$ cat src/rtl/hid_apdu_frame_unpacker_macros.svh
// ----------------------------------------------------------------------------
// hid_apdu_frame_unpacker_macros
// assertion macros used by the deframer front end (hafu_front)
// ----------------------------------------------------------------------------
`ifndef HID_APDU_FRAME_UNPACKER_MACROS_SVH
`define HID_APDU_FRAME_UNPACKER_MACROS_SVH

`ifndef SYNTH
// same-cycle implication
`define HAFU_ASSERT_IMPL(label, clk, rst, ante, cons) \
  label: assert property (@(posedge clk) disable iff (rst) (ante) |-> (cons)) \
    else $error("assertion failed");
// next-cycle implication
`define HAFU_ASSERT_NEXT(label, clk, rst, ante, cons) \
  label: assert property (@(posedge clk) disable iff (rst) (ante) |=> (cons)) \
    else $error("assertion failed");
`else
`define HAFU_ASSERT_IMPL(label, clk, rst, ante, cons)
`define HAFU_ASSERT_NEXT(label, clk, rst, ante, cons)
`endif

`endif

$ cat src/rtl/hafu_pkg.sv
// ----------------------------------------------------------------------------
// hafu_pkg
// types and codes of the hid report deframer
// ----------------------------------------------------------------------------
package hafu_pkg;

  localparam int CMD_W = 2;
  localparam logic [CMD_W-1:0] CMD_BEGIN = 2'd0;
  localparam logic [CMD_W-1:0] CMD_BYTE  = 2'd1;
  localparam logic [CMD_W-1:0] CMD_SHORT = 2'd2;
  localparam logic [CMD_W-1:0] CMD_TICK  = 2'd3;

  localparam int STATUS_W = 3;
  localparam logic [STATUS_W-1:0] ST_RUN     = 3'd0;
  localparam logic [STATUS_W-1:0] ST_OK      = 3'd1;
  localparam logic [STATUS_W-1:0] ST_TIMEOUT = 3'd2;
  localparam logic [STATUS_W-1:0] ST_HEADER  = 3'd3;
  localparam logic [STATUS_W-1:0] ST_SEQ     = 3'd4;
  localparam logic [STATUS_W-1:0] ST_LEN     = 3'd5;

  localparam int CFG_INDEX_W = 2;
  localparam int CFG_DATA_W  = 32;
  localparam logic [CFG_INDEX_W-1:0] REG_MAX_LENGTH = 2'd0;
  localparam logic [CFG_INDEX_W-1:0] REG_WAIT_LIMIT = 2'd1;

  localparam logic [7:0]  CHANNEL_BYTE   = 8'h01;
  localparam logic [7:0]  TAG_BYTE       = 8'h05;
  localparam logic [15:0] MAX_LENGTH_RST = 16'hFFFF;

  localparam int QUEUE_DEPTH = 4;

  typedef struct packed {
    logic [7:0]          data_byte;
    logic                data_valid;
    logic                last;
    logic [STATUS_W-1:0] status;
    logic [15:0]         message_length;
  } res_t;

  typedef struct packed {
    logic push;
    res_t res;
  } res_push_t;

endpackage

$ cat src/rtl/hafu_req_if.sv
// ----------------------------------------------------------------------------
// hafu_req_if
// input item channel: command and report byte
// ----------------------------------------------------------------------------
interface hafu_req_if;
  logic                      valid;
  logic                      ready;
  logic [hafu_pkg::CMD_W-1:0] command;
  logic [7:0]                byte_in;

  modport source (output valid, output command, output byte_in, input ready);
  modport sink (input valid, input command, input byte_in, output ready);
endinterface

$ cat src/rtl/hafu_rsp_if.sv
// ----------------------------------------------------------------------------
// hafu_rsp_if
// result item channel: payload byte and transfer status
// ----------------------------------------------------------------------------
interface hafu_rsp_if;
  logic                         valid;
  logic                         ready;
  logic [7:0]                   data_byte;
  logic                         data_valid;
  logic                         last;
  logic [hafu_pkg::STATUS_W-1:0] status;
  logic [15:0]                  message_length;

  modport source (output valid, output data_byte, output data_valid, output last,
                  output status, output message_length, input ready);
  modport sink (input valid, input data_byte, input data_valid, input last,
                input status, input message_length, output ready);
endinterface

$ cat src/rtl/hafu_cfg_if.sv
// ----------------------------------------------------------------------------
// hafu_cfg_if
// register write channel
// ----------------------------------------------------------------------------
interface hafu_cfg_if;
  logic                            valid;
  logic                            ready;
  logic [hafu_pkg::CFG_INDEX_W-1:0] index;
  logic [hafu_pkg::CFG_DATA_W-1:0]  data;

  modport source (output valid, output index, output data, input ready);
  modport sink (input valid, input index, input data, output ready);
endinterface

$ cat src/rtl/hid_apdu_frame_unpacker.sv
// ----------------------------------------------------------------------------
// hid_apdu_frame_unpacker
// deframes a message carried in fixed-size hid reports, one byte per item
// ----------------------------------------------------------------------------
// each result is registered in the result queue before it shows on rsp
// throughput: one item per cycle; req stalls only while the 4-entry result
//   queue is full, so a stalled rsp side holds off input after four results
// reset: synchronous, clears the transfer state to idle, max_length to 65535
//   and wait_limit to 0; no clearing pass, items are taken right after reset
module hid_apdu_frame_unpacker #(
  parameter int REPORT_BYTES = 64
) (
  input  logic           clk,
  input  logic           rst,
  hafu_req_if.sink       req,
  hafu_rsp_if.source     rsp,
  hafu_cfg_if.sink       cfg
);

  hafu_pkg::res_push_t push;
  hafu_pkg::res_t      head;
  logic                full;
  logic                not_empty;
  logic                take;

  assign cfg.ready = 1'b1;
  assign req.ready = !full;
  assign take      = req.valid && req.ready;

  hafu_front #(
    .REPORT_BYTES (REPORT_BYTES)
  ) u_front (
    .clk       (clk),
    .rst       (rst),
    .take      (take),
    .command   (req.command),
    .byte_in   (req.byte_in),
    .cfg_we    (cfg.valid && cfg.ready),
    .cfg_index (cfg.index),
    .cfg_data  (cfg.data),
    .out_push  (push)
  );

  hafu_queue u_queue (
    .clk       (clk),
    .rst       (rst),
    .in_push   (push),
    .pop       (rsp.ready),
    .full      (full),
    .not_empty (not_empty),
    .head      (head)
  );

  assign rsp.valid          = not_empty;
  assign rsp.data_byte      = head.data_byte;
  assign rsp.data_valid     = head.data_valid;
  assign rsp.last           = head.last;
  assign rsp.status         = head.status;
  assign rsp.message_length = head.message_length;

endmodule

$ cat src/rtl/hafu_front.sv
// ----------------------------------------------------------------------------
// hafu_front
// takes one command per cycle while take is high, tracks report position and emits results
// ----------------------------------------------------------------------------
`include "hid_apdu_frame_unpacker_macros.svh"

module hafu_front #(
  parameter int REPORT_BYTES = 64
) (
  input  logic                                clk,
  input  logic                                rst,
  input  logic                                take,
  input  logic [hafu_pkg::CMD_W-1:0]          command,
  input  logic [7:0]                          byte_in,
  input  logic                                cfg_we,
  input  logic [hafu_pkg::CFG_INDEX_W-1:0]    cfg_index,
  input  logic [hafu_pkg::CFG_DATA_W-1:0]     cfg_data,
  output hafu_pkg::res_push_t                 out_push
);

  localparam int POS_W = $clog2(REPORT_BYTES);
  localparam logic [POS_W-1:0] POS_LAST = POS_W'(REPORT_BYTES - 1);

  localparam logic PH_IDLE   = 1'b0;
  localparam logic PH_ACTIVE = 1'b1;

  logic        phase, phase_next;
  logic [POS_W-1:0] pos, pos_next;
  logic        first, first_next;
  logic [15:0] exp_seq, exp_seq_next;
  logic [15:0] remaining, remaining_next;
  logic [15:0] acc, acc_next;
  logic [15:0] ann_len, ann_len_next;
  logic [31:0] wait_cnt, wait_cnt_next;
  logic [15:0] max_length;
  logic [31:0] wait_limit;

  logic [15:0] field_word;
  logic [15:0] rem_dec;
  logic [31:0] wait_inc;
  logic [POS_W-1:0] payload_start;
  logic [7:0]  header_want;
  logic        advance;
  logic        emit;
  logic [7:0]  emit_byte;
  logic        emit_dv;
  logic [hafu_pkg::STATUS_W-1:0] emit_status;

  assign field_word    = {acc[7:0], byte_in};
  assign rem_dec       = remaining - 16'd1;
  assign wait_inc      = (wait_cnt == 32'hFFFF_FFFF) ? wait_cnt : wait_cnt + 32'd1;
  assign payload_start = first ? POS_W'(7) : POS_W'(5);
  assign header_want   = (pos == POS_W'(2)) ? hafu_pkg::TAG_BYTE : hafu_pkg::CHANNEL_BYTE;

  always_comb begin
    phase_next     = phase;
    pos_next       = pos;
    first_next     = first;
    exp_seq_next   = exp_seq;
    remaining_next = remaining;
    acc_next       = acc;
    ann_len_next   = ann_len;
    wait_cnt_next  = wait_cnt;
    advance        = 1'b0;
    emit           = 1'b0;
    emit_byte      = 8'd0;
    emit_dv        = 1'b0;
    emit_status    = hafu_pkg::ST_RUN;

    if (take) begin
      unique case (command)
        hafu_pkg::CMD_BEGIN: begin
          phase_next     = PH_ACTIVE;
          pos_next       = '0;
          first_next     = 1'b1;
          exp_seq_next   = '0;
          remaining_next = '0;
          acc_next       = '0;
          ann_len_next   = '0;
          wait_cnt_next  = '0;
        end
        hafu_pkg::CMD_BYTE: begin
          if (phase == PH_ACTIVE) begin
            advance = 1'b1;
            priority if (pos < POS_W'(3)) begin
              if (first && byte_in != header_want) begin
                emit        = 1'b1;
                emit_status = hafu_pkg::ST_HEADER;
              end
            end else if (pos == POS_W'(3)) begin
              acc_next = {8'd0, byte_in};
            end else if (pos == POS_W'(4)) begin
              acc_next = field_word;
              if (field_word != exp_seq) begin
                emit        = 1'b1;
                emit_status = hafu_pkg::ST_SEQ;
              end else begin
                exp_seq_next = exp_seq + 16'd1;
              end
            end else if (first && pos == POS_W'(5)) begin
              acc_next = {8'd0, byte_in};
            end else if (first && pos == POS_W'(6)) begin
              acc_next       = field_word;
              ann_len_next   = field_word;
              remaining_next = field_word;
              if (field_word > max_length) begin
                emit        = 1'b1;
                emit_status = hafu_pkg::ST_LEN;
              end else if (field_word == 16'd0) begin
                emit        = 1'b1;
                emit_status = hafu_pkg::ST_OK;
              end
            end else if (pos >= payload_start) begin
              remaining_next = rem_dec;
              emit           = 1'b1;
              emit_byte      = byte_in;
              emit_dv        = 1'b1;
              emit_status    = (rem_dec == 16'd0) ? hafu_pkg::ST_OK : hafu_pkg::ST_RUN;
            end
            // an ending result leaves position untouched
            if (emit && emit_status != hafu_pkg::ST_RUN) begin
              advance = 1'b0;
            end
            if (advance) begin
              if (pos == POS_LAST) begin
                pos_next      = '0;
                first_next    = 1'b0;
                wait_cnt_next = '0;
              end else begin
                pos_next = pos + POS_W'(1);
              end
            end
          end
        end
        hafu_pkg::CMD_SHORT: begin
          if (phase == PH_ACTIVE) begin
            emit        = 1'b1;
            emit_status = hafu_pkg::ST_TIMEOUT;
          end
        end
        hafu_pkg::CMD_TICK: begin
          if (phase == PH_ACTIVE && wait_limit != 32'd0) begin
            wait_cnt_next = wait_inc;
            if (wait_inc >= wait_limit) begin
              emit        = 1'b1;
              emit_status = hafu_pkg::ST_TIMEOUT;
            end
          end
        end
        default: begin
        end
      endcase
      if (emit && emit_status != hafu_pkg::ST_RUN) begin
        phase_next = PH_IDLE;
      end
    end
  end

  always_comb begin
    out_push.push                   = emit;
    out_push.res.data_byte          = emit_byte;
    out_push.res.data_valid         = emit_dv;
    out_push.res.last               = (emit_status != hafu_pkg::ST_RUN);
    out_push.res.status             = emit_status;
    out_push.res.message_length     = ann_len_next;
  end

  always_ff @(posedge clk) begin
    if (rst) begin
      phase      <= PH_IDLE;
      pos        <= '0;
      first      <= 1'b1;
      exp_seq    <= '0;
      remaining  <= '0;
      acc        <= '0;
      ann_len    <= '0;
      wait_cnt   <= '0;
      max_length <= hafu_pkg::MAX_LENGTH_RST;
      wait_limit <= '0;
    end else begin
      phase     <= phase_next;
      pos       <= pos_next;
      first     <= first_next;
      exp_seq   <= exp_seq_next;
      remaining <= remaining_next;
      acc       <= acc_next;
      ann_len   <= ann_len_next;
      wait_cnt  <= wait_cnt_next;
      if (cfg_we && cfg_index == hafu_pkg::REG_MAX_LENGTH) begin
        max_length <= cfg_data[15:0];
      end
      if (cfg_we && cfg_index == hafu_pkg::REG_WAIT_LIMIT) begin
        wait_limit <= cfg_data;
      end
    end
  end

  // results only come out of an active transfer
  `HAFU_ASSERT_IMPL(a_emit_active, clk, rst, emit, phase == PH_ACTIVE)
  // payload bytes only carry running or success
  `HAFU_ASSERT_IMPL(a_dv_status, clk, rst, emit && emit_dv, emit_status == hafu_pkg::ST_RUN || emit_status == hafu_pkg::ST_OK)
  // an ending result drops the transfer to idle
  `HAFU_ASSERT_NEXT(a_idle_after_end, clk, rst, emit && emit_status != hafu_pkg::ST_RUN, phase == PH_IDLE)

endmodule

$ cat src/rtl/hafu_queue.sv
// ----------------------------------------------------------------------------
// hafu_queue
// short result queue between the deframer and the output channel
// ----------------------------------------------------------------------------
module hafu_queue (
  input  logic                clk,
  input  logic                rst,
  input  hafu_pkg::res_push_t in_push,
  input  logic                pop,
  output logic                full,
  output logic                not_empty,
  output hafu_pkg::res_t      head
);

  localparam int DEPTH = hafu_pkg::QUEUE_DEPTH;
  localparam int PTR_W = $clog2(DEPTH);
  localparam int CNT_W = $clog2(DEPTH + 1);

  hafu_pkg::res_t   entries [DEPTH];
  logic [PTR_W-1:0] wr_ptr;
  logic [PTR_W-1:0] rd_ptr;
  logic [CNT_W-1:0] count;
  logic             do_push;
  logic             do_pop;

  assign full      = (count == CNT_W'(DEPTH));
  assign not_empty = (count != '0);
  assign head      = entries[rd_ptr];
  assign do_push   = in_push.push && !full;
  assign do_pop    = pop && not_empty;

  always_ff @(posedge clk) begin
    if (do_push) begin
      entries[wr_ptr] <= in_push.res;
    end
  end

  always_ff @(posedge clk) begin
    if (rst) begin
      wr_ptr <= '0;
      rd_ptr <= '0;
      count  <= '0;
    end else begin
      if (do_push) begin
        wr_ptr <= (wr_ptr == PTR_W'(DEPTH - 1)) ? '0 : wr_ptr + PTR_W'(1);
      end
      if (do_pop) begin
        rd_ptr <= (rd_ptr == PTR_W'(DEPTH - 1)) ? '0 : rd_ptr + PTR_W'(1);
      end
      unique case ({do_push, do_pop})
        2'b10:   count <= count + CNT_W'(1);
        2'b01:   count <= count - CNT_W'(1);
        default: count <= count;
      endcase
    end
  end

endmodule

$ cat src/flat_wrapper.sv
// flat-port wrapper written by rule: the top's interface ports become plain ports
module hid_apdu_frame_unpacker_flat 
#(
  parameter int REPORT_BYTES = 64
)
  (clk, rst, req_valid, req_command, req_byte_in, req_ready, rsp_valid, rsp_data_byte, rsp_data_valid, rsp_last, rsp_status, rsp_message_length, rsp_ready, cfg_valid, cfg_index, cfg_data, cfg_ready);
  hafu_req_if req_i ();
  hafu_rsp_if rsp_i ();
  hafu_cfg_if cfg_i ();
  input  logic clk;
  input  logic rst;
  input wire logic [$bits(req_i.valid)-1:0] req_valid;
  input wire logic [$bits(req_i.command)-1:0] req_command;
  input wire logic [$bits(req_i.byte_in)-1:0] req_byte_in;
  output wire logic [$bits(req_i.ready)-1:0] req_ready;
  output wire logic [$bits(rsp_i.valid)-1:0] rsp_valid;
  output wire logic [$bits(rsp_i.data_byte)-1:0] rsp_data_byte;
  output wire logic [$bits(rsp_i.data_valid)-1:0] rsp_data_valid;
  output wire logic [$bits(rsp_i.last)-1:0] rsp_last;
  output wire logic [$bits(rsp_i.status)-1:0] rsp_status;
  output wire logic [$bits(rsp_i.message_length)-1:0] rsp_message_length;
  input wire logic [$bits(rsp_i.ready)-1:0] rsp_ready;
  input wire logic [$bits(cfg_i.valid)-1:0] cfg_valid;
  input wire logic [$bits(cfg_i.index)-1:0] cfg_index;
  input wire logic [$bits(cfg_i.data)-1:0] cfg_data;
  output wire logic [$bits(cfg_i.ready)-1:0] cfg_ready;
  assign req_i.valid = req_valid;
  assign req_i.command = req_command;
  assign req_i.byte_in = req_byte_in;
  assign req_ready = req_i.ready;
  assign rsp_valid = rsp_i.valid;
  assign rsp_data_byte = rsp_i.data_byte;
  assign rsp_data_valid = rsp_i.data_valid;
  assign rsp_last = rsp_i.last;
  assign rsp_status = rsp_i.status;
  assign rsp_message_length = rsp_i.message_length;
  assign rsp_i.ready = rsp_ready;
  assign cfg_i.valid = cfg_valid;
  assign cfg_i.index = cfg_index;
  assign cfg_i.data = cfg_data;
  assign cfg_ready = cfg_i.ready;
  hid_apdu_frame_unpacker #(.REPORT_BYTES(REPORT_BYTES)) u_core (.clk(clk), .rst(rst), .req(req_i), .rsp(rsp_i), .cfg(cfg_i));
endmodule
$ cat config.mk
export PLATFORM = sky130hd
export DESIGN_NAME = hid_apdu_frame_unpacker_flat
export DESIGN_NICKNAME = d
export VERILOG_FILES = /design/src/rtl/hafu_pkg.sv /design/src/rtl/hafu_req_if.sv /design/src/rtl/hafu_rsp_if.sv /design/src/rtl/hafu_cfg_if.sv /design/src/rtl/hid_apdu_frame_unpacker.sv /design/src/rtl/hafu_front.sv /design/src/rtl/hafu_queue.sv /design/src/flat_wrapper.sv
export VERILOG_INCLUDE_DIRS = /design/src /design/src/rtl
export SDC_FILE = /design/constraint.sdc
export NUM_CORES = 1
export LEC_CHECK = 0
export ABC_CLOCK_PERIOD_IN_PS = 5300
export BUFFER_PORTS_ARGS = -buffer_cell sky130_fd_sc_hd__buf_2
export CAP_MARGIN = 10
export CORE_MARGIN = 2
export CORE_UTILIZATION = 30
export CTS_CLUSTER_DIAMETER = 150
export DETAILED_ROUTE_END_ITERATION = 6
export PLACE_DENSITY = 0.44
export SLEW_MARGIN = 20
export SYNTH_ARGS = -nofsm -noshare
export SYNTH_HDL_FRONTEND = slang
export SYNTH_SLANG_ARGS = --single-unit
$ cat constraint.sdc
create_clock -name clk -period 5.3 [get_ports clk]
set_input_delay 0.795 -clock clk [delete_from_list [all_inputs] [get_ports clk]]
set_output_delay 0.795 -clock clk [all_outputs]
set_load 0.005 [all_outputs]
# Word-level counts from Yosys, hierarchy flattened

Memory sizes are Yosys's and may differ from the RTL's. A register that Yosys moved wholly into a read port is not among the register bits.
Cells that the tools add are included.

Add/subtract/negate cells: 8
Order comparisons: 4
Eq/ne operators: 30
Mux-type cells: 116
Reduce and logical (&&, ||, !) cells: 32

Operator list:

| kind                    | number |
|---|---|
| $mux W16                | 19 |
| $mux W32                | 5 |
| $mux W8                 | 15 |
| $pmux W16 S2            | 3 |
| $pmux W32 S3            | 1 |
| $mux W3                 | 14 |
| $mux W1                 | 41 |
| $add A32 B1 Y32 const B | 1 |
| $eq A32 B32 Y1 const B  | 1 |
| $ge A32 B32 Y1          | 1 |
| $logic_not A16 Y1       | 2 |
| $reduce_bool A32 Y1     | 1 |
| $ne A2 B2 Y1 const B    | 10 |
| $eq A6 B3 Y1 const B    | 3 |
| $mux W2                 | 9 |
| $mux W6                 | 3 |
| $add A16 B1 Y16 const B | 1 |
| $gt A16 B16 Y1          | 1 |
| $ne A16 B16 Y1          | 1 |
| $pmux W8 S2             | 1 |
| $sub A16 B1 Y16 const B | 1 |
| $reduce_bool A3 Y1      | 5 |
| $eq A6 B2 Y1 const B    | 2 |
| $pmux W6 S2             | 1 |
| other kinds (27)        | 48 |

Flip-flop bits (word level): 151
RAM bits: 116
Word-level logic and storage cells: 204
Memories: 1

Memory list:

| memory                 | words | bits a word | read ports | clocked after memory_dff | wr ports | line             | text |
|---|---|---|---|---|---|---|---|
| u_core.u_queue.entries | 4     | 29          | 1          | 1                        | 1        | hafu_queue.sv:19 | `hafu_pkg::res_t entries [DEPTH];` |

# Depth between registers and ports, before layout

Depth after elaboration: 21
Depth in mapped cells: 22
Depth with buffers taken out: 21

# Modules after synthesis

From an unflattened synthesis, not the netlist that was laid out.

Cell total of the unflattened synthesis: 1,370
Area, all modules: 13,763.2 sq um

Modules (own cells, without submodules):

| module                  | instances | cells an instance | area an instance (sq um) |
|---|---|---|---|
| hafu_front              | 1         | 1,161             | 9,064.9 |
| hafu_queue              | 1         | 205               | 4,677.0 |
| hid_apdu_frame_unpacker | 1         | 4                 | 21.3 |

# Worst setup path before layout

OpenSTA, ideal clock, no wires.

Path type: reg2reg
From: register u_core.u_front.wait_cnt[3]
To: memory u_core.u_queue.entries[0][0] in the netlist's numbering, enable pin
Setup time: 0.418 ns
Data arrival time: 4.647 ns
Path slack: 0.234 ns
Cell stages (with the launch flop): 18
Path buffers: 2
Period minus slack after synthesis: 5.066 ns
Cell sequence: dfxtp_1 > buf_2 > nand4_1 > nor3_1 > nor4b_2 > or2_2 > clkbuf_1 > nor3_1 > xor2_1 > ha_1 > nand2_1 > o21ai_0 > a41oi_1 > nor4_1 > a21oi_1 > o21ai_0 > a21oi_1 > nor2b_1

Word-level cells in the longest chain between the ends: 11
Elaborated cells on any way between the ends: 12

RTL lines:

| item                                              | line              | text |
|---|---|---|
| from (decl)                                       | hafu_front.sv:34  | `logic [31:0] wait_cnt, wait_cnt_next;` |
| from (signal assigned)                            | hafu_front.sv:188 | `wait_cnt <= wait_cnt_next;` |
| $add A32 B1 Y32 or $eq A32 B32 Y1 (tied branches) | hafu_front.sv:51  | `assign wait_inc = (wait_cnt == 32'hFFFF_FFFF) ? wait_cnt : wait_cnt + 32'd1;` |
| $mux W32 (*)                                      | hafu_front.sv:51  |  |
| $ge A32 B32 Y1 (*)                                | hafu_front.sv:144 | `if (wait_inc >= wait_limit) begin` |
| $mux W1 (*)                                       | hafu_front.sv:144 |  |
| $mux W1 (*)                                       | hafu_front.sv:142 | `if (phase == PH_ACTIVE && wait_limit != 32'd0) begin` |
| $pmux W1 S3 (*)                                   | hafu_front.sv:71  | `unique case (command)` |
| $mux W1 (*) (2 in a row)                          | hafu_front.sv:70  | `if (take) begin` |
| $logic_and A1 B1 Y1 (*)                           | hafu_queue.sv:29  | `assign do_push = in_push.push && !full;` |
| $mux W1 (*)                                       | hafu_queue.sv:33  | `if (do_push) begin` |
| $mux W1 (implied by the code) (*)                 | hafu_queue.sv:34  | `entries[wr_ptr] <= in_push.res;` |
| to (decl)                                         | hafu_queue.sv:19  |  |

Every way passes the cells marked *; elsewhere a longest branch is shown, timed or not. The select of a mux whose other input is x is not followed.

# Final worst setup path

From: register u_core.u_front.wait_cnt[5]
To: register u_core.u_queue.count[2]

Word-level cells in the longest chain between the ends: 11
Elaborated cells on any way between the ends: 14

RTL lines:

| item                                              | line              | text |
|---|---|---|
| $add A32 B1 Y32 or $eq A32 B32 Y1 (tied branches) | hafu_front.sv:51  |  |
| $mux W32 (*)                                      | hafu_front.sv:51  |  |
| $ge A32 B32 Y1 (*)                                | hafu_front.sv:144 |  |
| $mux W1 (*)                                       | hafu_front.sv:144 |  |
| $mux W1 (*)                                       | hafu_front.sv:142 |  |
| $pmux W1 S3 (*)                                   | hafu_front.sv:71  |  |
| $mux W1 (*) (2 in a row)                          | hafu_front.sv:70  |  |
| $logic_and A1 B1 Y1 (*)                           | hafu_queue.sv:29  |  |
| $eq A2 B1 Y1 or $eq A2 B2 Y1 (tied branches)      | hafu_queue.sv:50  | `unique case ({do_push, do_pop})` |
| $pmux W3 S2 or $reduce_bool A2 Y1 (tied branches) | --                |  |
| to (signal assigned)                              | hafu_queue.sv:51  | `2'b10: count <= count + CNT_W'(1);` |
| to (signal assigned)                              | hafu_queue.sv:52  | `2'b01: count <= count - CNT_W'(1);` |
| to (signal assigned)                              | hafu_queue.sv:53  | `default: count <= count;` |
| to (decl)                                         | hafu_queue.sv:22  | `logic [CNT_W-1:0] count;` |

Marks and branches as above.
A chain may end at the register's enable or synchronous reset.

==> qor_table.md <==
| Quantity | Value |
|---|---|
| Max-cap violations | 0 |
| Vias in the first global route | 10300 |
| End of the worst hold path | u_core.u_front.wait_limit[29]$_SDFFE_PP0P_ |
| Number of buffers on the longest clock path | 3 |
| Clock buffer count from CTS | 34 |
| DRC viols | 0 |
| Peak clock frequency supported by timing | 204 MHz |
| Area fraction in compound gates after synthesis | 0.142 |
| Count of clock tree sinks | 269 |
| Via/cell ratio | 5.10 |
| Register area share after synthesis | 0.473 |
| Class of the most critical setup path | register to register |
| Area fraction in and, or, nand and nor cells after synthesis | 0.189 |
| Net count after synthesis | 1506 |
| Maximum vdd drop | 0.000161 V |
| Setup skew after layout | 27.3 ps |
| Root cell of the clock tree | clkbuf_16 |
| Non-Filler Cell Area, Final | 16100 um2 |
| Chip Height | 219 um |
| Count of cells along the worst register-to-register path | 20 |
| Critical path endpoint category | register |
| WL per Instance | 18.8 um |
| Std-Cell Rows | 78 |
| Leading register cell type out of synthesis | dfxtp_1 |
| Synth Cell Area | 13800 um2 |
| Placement-stage worst setup slack | 326 ps |
| Main combinational cell family by area after synthesis | simple AND/OR/NAND/NOR gates |
| CTS clock-pin slew for the worst setup and hold paths | 60 ps |
| DRT antenna net count | 0 |
| Reg2Reg Capture Point | u_core.u_queue.count[2]$_SDFFE_PP0P_ |
| Data arrival, critical path | 5370 ps |
| Final worst slack | 402 ps |
| Post-synth cell types | 87 |
| Number of I/O port buffers | 79 |
| CTS tree | done |
| Total vias in the final route | 10700 |
| DR iter-0 viols | 664 |
| Initial standard-cell utilization of the core | 0.304 |
| Source of the worst register-to-register timing path | u_core.u_front.wait_cnt[5]$_SDFFE_PP0P_ |
| First drt pass iteration count | 5 |
| Fraction of synthesized cell area in xor and xnor cells | 0.0418 |
| Fraction of synthesized area in multiplexers | 0.0561 |
| Final Net Count | 1578 |
| Hold/Removal Path Class | register to register |
| Worst hold path stage count | 2 |
| Setup violators final | 0 |
| Slew Limit Fails | 0 |
| #FFs+latches synth | 269 |
| Level count of the clock H-tree | 2 |
| Top area cells in the synthesized netlist | edfxtp_1, dfxtp_1, ha_1 |
| Global-route total usage across every layer | 0.165 |
| Fin crit period | 4900 ps |
| Slew HR | 0.343 |
| HPWL reported at the end of detailed placement | 26700 um |
| Antenna violations before repair | 1 |
| Critical hold path startpoint | u_core.u_front.wait_limit[29]$_SDFFE_PP0P_ |
| Horizontal extent of the die | 219 um |
| Yosys top cell area share | 0.252 |
| Gpl congestion | 0.821 |
| Pwr/cell area | 301 nW/um2 |
| Wire length of the first global-routing pass | 60800 um |
| EDFF count, synth | 116 |
| Critical path launch point type | register |
| Number of instances in the synthesized netlist | 1393 |
| FF-to-FF setup slack | 400 ps |
| Per-instance average area after synthesis | 9.93 um2 |
| Core Footprint | 45500 um2 |
| Slew at the pin closest to its max-slew limit | 983 ps |
| Placement-stage cell area | 14900 um2 |
| Highest fanout seen on the critical path | 8 |
| Full die area | 47800 um2 |
| Area growth from synthesis to final layout | 16.1% |
| Share of flip-flops with an asynchronous set or reset after synthesis | 0 |
| Final clock period utilization by the worst path | 0.924 |
| Lkg Pwr | 6.01 nW |
| Status | finished, final reports clean |
| Critical path data required time | 5770 ps |
| Antenna Diode Count | 0 |
| Total congestion overflow after global routing | 0 |
| Pin count of the biggest net entering global routing | 53 |
| Area share of fa/ha/maj cells after synthesis | 0.0584 |
| Insertion delay of the later-clocked pin in the worst-skew pair | 550 ps |
| Hold Buf Count CTS | 0 |
| Hold Fails Final Rpt | 0 |
| Ys Warns | 0 |
| Largest area contributor in the synthesized netlist | edfxtp_1 |
| Wirelength, routed | 39400 um |
| Share of final-layout standard cells stronger than drive strength 1 | 0.161 |
| Io pins | 81 |
[registers in the layout (all words and copies together), names as in the netlist, 6 cells and up, named ones only]
name	flops
u_core.u_front.ann_len	16
u_core.u_front.max_length	16
u_core.u_front.exp_seq	16
u_core.u_front.wait_cnt	32
u_core.u_queue.entries	116
u_core.u_front.remaining	16
u_core.u_front.acc	8
u_core.u_front.wait_limit	32
u_core.u_front.pos	6
[through the flow]
step                      cells  hold slack [ps]   util  TNS (ps)  power (mW)
final                      2089              471  0.353         0        4.84
after global routing       2089              463  0.353     -26.6        5.05
after CTS                  2088              451  0.353         0        4.92
after detailed placement   2028              468  0.329         0        2.59
after global placement     2028              465  0.329         0        2.58
after floorplan            1393              446      -         0        2.45
[synth_stat cells, types with 8 or more instances]
library cell and count:
a21o_1 13, a21oi_1 103, a22o_1 15, a311oi_2 8, and2_1 29, and3_1 10
buf_2 8, clkbuf_1 51, dfxtp_1 153, edfxtp_1 116, ha_1 63, inv_1 66
mux2i_1 10, mux4_2 29, nand2_1 201, nand2b_1 8, nand3_1 34, nand4_1 31
nor2_1 97, nor2b_1 9, nor3_1 24, nor4_1 24, o211ai_1 20, o21ai_0 54
o31ai_1 8, or3_1 9, xnor2_1 34, xor2_1 32
[critical path, cell delays in order (launching register included)]
cell and delay (ps):
dfxtp_1 410, nand4_1 190, or2_2 370, or4_1 580, nor2_4 210, nand3_1 120
xnor2_1 210, ha_1 280, a21o_1 180, a21o_1 160, a221oi_1 220, o21ai_0 150
a21oi_2 170, o21ai_0 180, a21oi_2 180, ha_1 190, inv_1 50, fa_1 370
xor2_1 150, or3_1 300, a21oi_1 140
[cells in the final DEF, fill, tap and decap left out, types with 9 or more instances in the layout]
cell type and n:
nand2_1 201, dfxtp_1 152, edfxtp_1 116, a21oi_1 101, nor2_1 96, buf_2 78
inv_1 66, ha_1 63, o21ai_0 54, clkbuf_16 35, nand3_1 34, xnor2_1 34
xor2_1 32, nand4_1 31, and2_1 29, mux4_2 29, nor3_1 24, nor4_1 24
buf_4 23, o211ai_1 20, a22o_1 15, a21o_1 13, and3_1 10, mux2i_1 10
or3_1 9
[cell type report]
class	count	area, um2
fill	4659	29400
multi-input combinational	988	6770
sequential	269	6550
clock buffer	43	946
tap	600	751
timing repair buffer	105	643
inverter	67	251
clock inverter	17	160
[layer usage]
layer	GRT usage	vias up	share of wire	routed length [um]
met5	0	-	0	0
met4	0.0322	0	0.011	447
met3	0.0337	28	0.048	1890
met2	0.263	211	0.46	18100
met1	0.233	5208	0.48	18900
li1	-	5213	-	-
[report_power, final]
part / switching [mW] / total [mW] / internal (mW)
clock network: 0.934 / 2.30 / 1.37
logic: 0.219 / 0.344 / 0.125
registers: 0.0243 / 2.20 / 2.17
[how the worst max path moves through the flow]
stage	startpoint	end	slack [ps]	depth (start not counted)
after floorplan	u_core.u_front.wait_cnt[3]$_SDFFE_PP0P_	u_core.u_queue.entries[0][0]$_DFFE_PP_	230	17
after global placement	u_core.u_front.wait_cnt[5]$_SDFFE_PP0P_	u_core.u_queue.count[2]$_SDFFE_PP0P_	370	21
after detailed placement	u_core.u_front.wait_cnt[5]$_SDFFE_PP0P_	u_core.u_queue.count[2]$_SDFFE_PP0P_	330	21
after CTS	u_core.u_front.wait_cnt[5]$_SDFFE_PP0P_	u_core.u_queue.count[2]$_SDFFE_PP0P_	280	21
after global routing	u_core.u_front.wait_cnt[5]$_SDFFE_PP0P_	u_core.u_queue.count[2]$_SDFFE_PP0P_	-30	21
final	u_core.u_front.wait_cnt[5]$_SDFFE_PP0P_	u_core.u_queue.count[2]$_SDFFE_PP0P_	400	20
[kinds of logic after synthesis]
family | count (synthesis)
AO/OA/AOI/OAI | 292
XOR/XNOR | 66
adder cells (fa/ha/maj) | 64
buffers and inverters | 136
flip-flops | 269
multiplexers | 41
other | 1
AND/OR/NAND/NOR | 524
[repair_timing]
item,CTS,global route
resized for setup,0,3
setup endpoints to repair,0,1
setup buffers,0,1
Power figures use the tool's default switching activity.
